## src/plsu_pkg.sv

```systemverilog
// ----------------------------------------------------------------------------
// plsu_pkg: shared types and constants of the positional list store
// Word layouts of both channels, request kinds, status codes and the
// per-cell command bundle broadcast along the cell row.
// ----------------------------------------------------------------------------
`default_nettype none

package plsu_pkg;

	localparam int DEF_CAPACITY   = 64;
	localparam int DEF_ELEM_WIDTH = 32;
	localparam int KIND_W         = 3;
	localparam int POS_W          = 7;
	localparam int VAL_W          = 32;
	localparam int STATUS_W       = 2;
	localparam int GROUP_SIZE     = 8;
	localparam int GROUP_OFF_W    = 3;

	typedef enum logic [KIND_W-1:0] {
		KIND_INSERT = 3'd0,
		KIND_REMOVE = 3'd1,
		KIND_MODIFY = 3'd2,
		KIND_READ   = 3'd3,
		KIND_FIND   = 3'd4
	} kind_t;

	typedef enum logic [STATUS_W-1:0] {
		ST_OK    = 2'd0,
		ST_RANGE = 2'd1,
		ST_FULL  = 2'd2
	} status_t;

	typedef struct packed {
		logic [KIND_W-1:0] kind;
		logic [POS_W-1:0]  position;
		logic [VAL_W-1:0]  value;
	} in_word_t;

	typedef struct packed {
		logic [VAL_W-1:0]    data;
		logic [POS_W-1:0]    found_position;
		logic [POS_W-1:0]    length;
		logic [STATUS_W-1:0] status;
	} out_word_t;

	// One-hot operation bundle seen by every cell
	typedef struct packed {
		logic ins;
		logic rem;
		logic mdf;
		logic rd;
		logic fnd;
	} cell_cmd_t;

endpackage

`default_nettype wire

```

## src/plsu_cell.sv

```systemverilog
// ----------------------------------------------------------------------------
// plsu_cell: one list slot
// Holds one entry, loads from its left or right neighbor on a shift, takes
// the request word on a direct write, and reports match and read data.
// ----------------------------------------------------------------------------
`default_nettype none

module plsu_cell #(
	parameter int ELEM_WIDTH = 32,
	parameter int CAPACITY   = 64,
	parameter int IDX        = 0
) (
	input  wire logic                            clk,
	input  wire plsu_pkg::cell_cmd_t             cmd,
	input  wire logic [$clog2(CAPACITY)-1:0]     sel,
	input  wire logic [$clog2(CAPACITY+1)-1:0]   cnt,
	input  wire logic [ELEM_WIDTH-1:0]           value,
	input  wire logic [ELEM_WIDTH-1:0]           left,
	input  wire logic [ELEM_WIDTH-1:0]           right,
	output logic      [ELEM_WIDTH-1:0]           entry,
	output logic                                 hit,
	output logic      [ELEM_WIDTH-1:0]           rdat
);
	import plsu_pkg::*;

	localparam int IW = $clog2(CAPACITY);
	localparam int CW = $clog2(CAPACITY + 1);
	localparam logic [IW-1:0] MY_I  = IW'(IDX);
	localparam logic [CW-1:0] MY_C  = CW'(IDX);
	localparam logic [CW:0]   MY_P1 = (CW + 1)'(IDX + 1);

	logic [ELEM_WIDTH-1:0] entry_q;
	logic [CW-1:0]         sel_c;
	logic                  at_sel;

	assign sel_c  = CW'(sel);
	assign at_sel = (sel == MY_I);

	// Advance the slot: write, shift up, shift down or hold
	always_ff @(posedge clk) begin
		if ((cmd.ins || cmd.mdf) && at_sel) begin
			entry_q <= value;
		end else if (cmd.ins && (MY_C > sel_c) && (MY_C <= cnt)) begin
			entry_q <= left;
		end else if (cmd.rem && (MY_C >= sel_c) && (MY_P1 < {1'b0, cnt})) begin
			entry_q <= right;
		end
	end

	assign entry = entry_q;

	// Match and read taps for the reduction stage
	assign hit  = cmd.fnd && (MY_C < cnt) && (entry_q == value);
	assign rdat = (cmd.rd && at_sel) ? entry_q : '0;

endmodule

`default_nettype wire

```

## config.mk

```make
export PLATFORM = sky130hd
export DESIGN_NAME = plsu_cell
export DESIGN_NICKNAME = d
export VERILOG_FILES = /design/src/plsu_pkg.sv /design/src/plsu_cell.sv
export SDC_FILE = /design/constraint.sdc
export NUM_CORES = 1
export LEC_CHECK = 0
export CORE_ASPECT_RATIO = 0.6
export CORE_UTILIZATION = 55
export CTS_CLUSTER_DIAMETER = 40
export DETAILED_ROUTE_END_ITERATION = 7
export DONT_BUFFER_PORTS = 1
export GPL_ROUTABILITY_DRIVEN = 0
export PLACE_DENSITY = 0.68
export SKIP_CTS_REPAIR_TIMING = 1
export SLEW_MARGIN = 5
export SYNTH_ARGS = -nofsm -noshare
export SYNTH_HDL_FRONTEND = slang
export SYNTH_SLANG_ARGS = --single-unit
export TNS_END_PERCENT = 20
```

## constraint.sdc

```tcl
create_clock -name clk -period 4.2 [get_ports clk]
set_clock_uncertainty 0.15 [all_clocks]
set_input_delay 0.42 -clock clk [delete_from_list [all_inputs] [get_ports clk]]
set_output_delay 0.42 -clock clk [all_outputs]
set_load 0.005 [all_outputs]
```

==> results.yml <==
hold_path:
  hold-path-cell-count: 1
  worst_hold_startpoint: "value[25]"
  type_of_the_most_critical_hold_path: "in2reg"
clocking:
  cts_made_buffers: 5
  cts_buffer_depth: 2
  clk_pin_slew_ns: 0.06
  cts_root_buf: "clkbuf_8"
  cts_htree_levels: 2
  clock-sinks: 32
  cts_tree: "yes"
placement:
  hpwl_um: 3410
  preCtsSetupSlack_ns: 1.26
  dpl-instance-area_um2: 2120
  buffer_ports.inserted: 0
  place.detailed.instances: 196
power:
  p_comb_frac: 0.081
  power_switching_share: 0.198
  internal_power_mw: 0.504
  ir_drop_mv: 0.158
  netSwitchingPower_mw: 0.124
  pwr_density_cell_nw_per_um2: 286
  seq_power_share: 0.578
  total_design_power_mw: 0.628
  clock_power_share: 0.341
  static_power_due_to_leakage_nw: 0.890
sta:
  timing_worst_slew_pin_value_ns: 0.826
  setup-violations-final: 0
  relative_slew_margins: 0.450
  final_number_of_max_transition_violations: 0
  final_hold_viol_count: 0
  max_clock_freq_mhz: 384
  period_needed_ns: 2.60
  layout_setup_ws_ns: 1.60
  rsz0062_at_grt: "false"
  fin_setup_tns_ns: 0
  fin_crit_sh: 0.620
global_route:
  grt_first_pass_wirelength_um: 6500
  global_route_track_usage_on_met2: 0.371
  grtUsageMet1: 0.277
  grt_antenna_before_repair: 0
  grt_start_max_net_pins: 34
  grt-busiest-layer: "met2"
  gr-usage-all-layers: 0.223
  grt-ovfl-total: 0
  grt_use_met3: 0.0782
  grt_pass1_vias: 1321
floorplanning:
  floorplan.die.height_um: 50.3
  num_rows: 17
  fp.coreArea_um2: 3700
  floorplan.initialDensity: 0.578
  i_o_pins: 180
  dieWidth_um: 82.5
  design.die.area_um2: 4150
cells_and_area:
  most_common_cell_after_layout_fill_and_taps_aside: "edfxtp_1"
  synthToLayoutAreaGrowth_pct: 2.75
  layout.nets: 271
  layout.cells.non_filler: 203
  finalInstanceArea_um2: 2200
  flip_flop_count_of_the_largest_register_all_copies_and_words_added: 32
  fillers: 305
  insertedDiodeCount: 0
  drive_gt1_frac: 0.301
  layout_common_cells: "edfxtp_1 (32), mux2_4 (29), and3_1 (29)"
route:
  initialDrtViolationCount: 43
  drtPass1Iterations: 2
  drc_errors: 0
  routed_wl_um: 4590
  drt-vias-per-instance: 6.27
  postRouteAntennaNets: 0
  post_drt_wl_per_cell_um: 22.6
  detailroute.via_count: 1273
critical_path:
  cp_data_arrival_time_ns: 2.36
  path_class: "in2reg"
  worst_ep_required_time_ns: 3.95
  timing.critical_path.from: "sel[5]"
  critical_path_peak_fanout: 32
  worst_setup_path_end_kind: "register"
  cp-start-kind: "input pin"
yosys:
  yosys.cell_types.count: 20
  synth.avg_cell_area_um2: 13.6
  synth_edf_count: 32
  yosys_warnings: 0
  synth_seq_cells: 32
  post_synth_instance_area_um2: 2140
  yosys_most_used_dff: "edfxtp_1"
  postSynthNetCount: 272
  synth_cells: 157
  asyncSetResetFlopFracSynth: 0
  synth_sequential_area_ratio: 0.449
job:
  number_of_max_cap_violations: 0
status:
  status: "completed"
## critical path, cell delays in order
cell,delay [ns]
or4_4,0.53
nor3_4,0.13
o21a_2,0.51
a31o_2,0.74
## synth_stat cells, types with 2 or more instances
cell type | n | share of area
and3_2 | 3 | 0.011
clkbuf_1 | 6 | 0.011
buf_12 | 3 | 0.028
nand3_1 | 2 | 0.0047
xor2_1 | 28 | 0.11
and3_1 | 29 | 0.085
xnor2_1 | 4 | 0.016
mux2_2 | 3 | 0.016
mux2_4 | 29 | 0.20
nor4_1 | 9 | 0.026
edfxtp_1 | 32 | 0.45
## routing by layer
layer,up-vias,routed length [um]
met5,-,0
met4,0,39
met3,4,387
met2,78,2150
met1,608,2020
li1,583,-
## power by group through the flow
stage | combinational (mW) | sequential [mW] | clock [mW]
after global placement | 0.0496 | 0.369 | 0
final | 0.0508 | 0.363 | 0.214
after global routing | 0.0556 | 0.364 | 0.232
after CTS | 0.0511 | 0.363 | 0.221
after detailed placement | 0.0504 | 0.370 | 0
after floorplan | 0.0474 | 0.368 | 0
## through the flow
stage,hold slack (ns),util
after global routing,0.194,0.594
after floorplan,0.487,-
final,0.211,0.594
after detailed placement,0.490,0.573
after global placement,0.488,0.573
after CTS,0.200,0.594
## worst paths after layout
check	slack, ns	to
worst max-delay path	1.60	entry[16]
worst min-delay path	0.21	entry[25]
## cell families (layout without fill, tap and decap cells)
kind of cell           count (synthesis)  in the layout  synth area share
AO/OA/AOI/OAI                          3              3            0.0111
AND/OR/NAND/NOR                       48             48             0.146
buffers and inverters                 10              9            0.0439
flip-flops                            32             32             0.449
XOR/XNOR                              32             32             0.131
multiplexers                          32             32             0.219
## final cells by class
| type | instances | area [um^2] | area share |
|---|---|---|---|
| Clock buffer | 6 | 72.6 | 0.0330 |
| Multi-Input combinational cell | 115 | 1090 | 0.494 |
| Sequential cell | 32 | 961 | 0.437 |
| Clock inverter | 1 | 5.00 | 0.00228 |
| Tap cell | 47 | 58.8 | 0.0268 |
| Timing Repair Buffer | 2 | 15.0 | 0.00683 |
No activity file was read; power rests on OpenSTA's default activity.
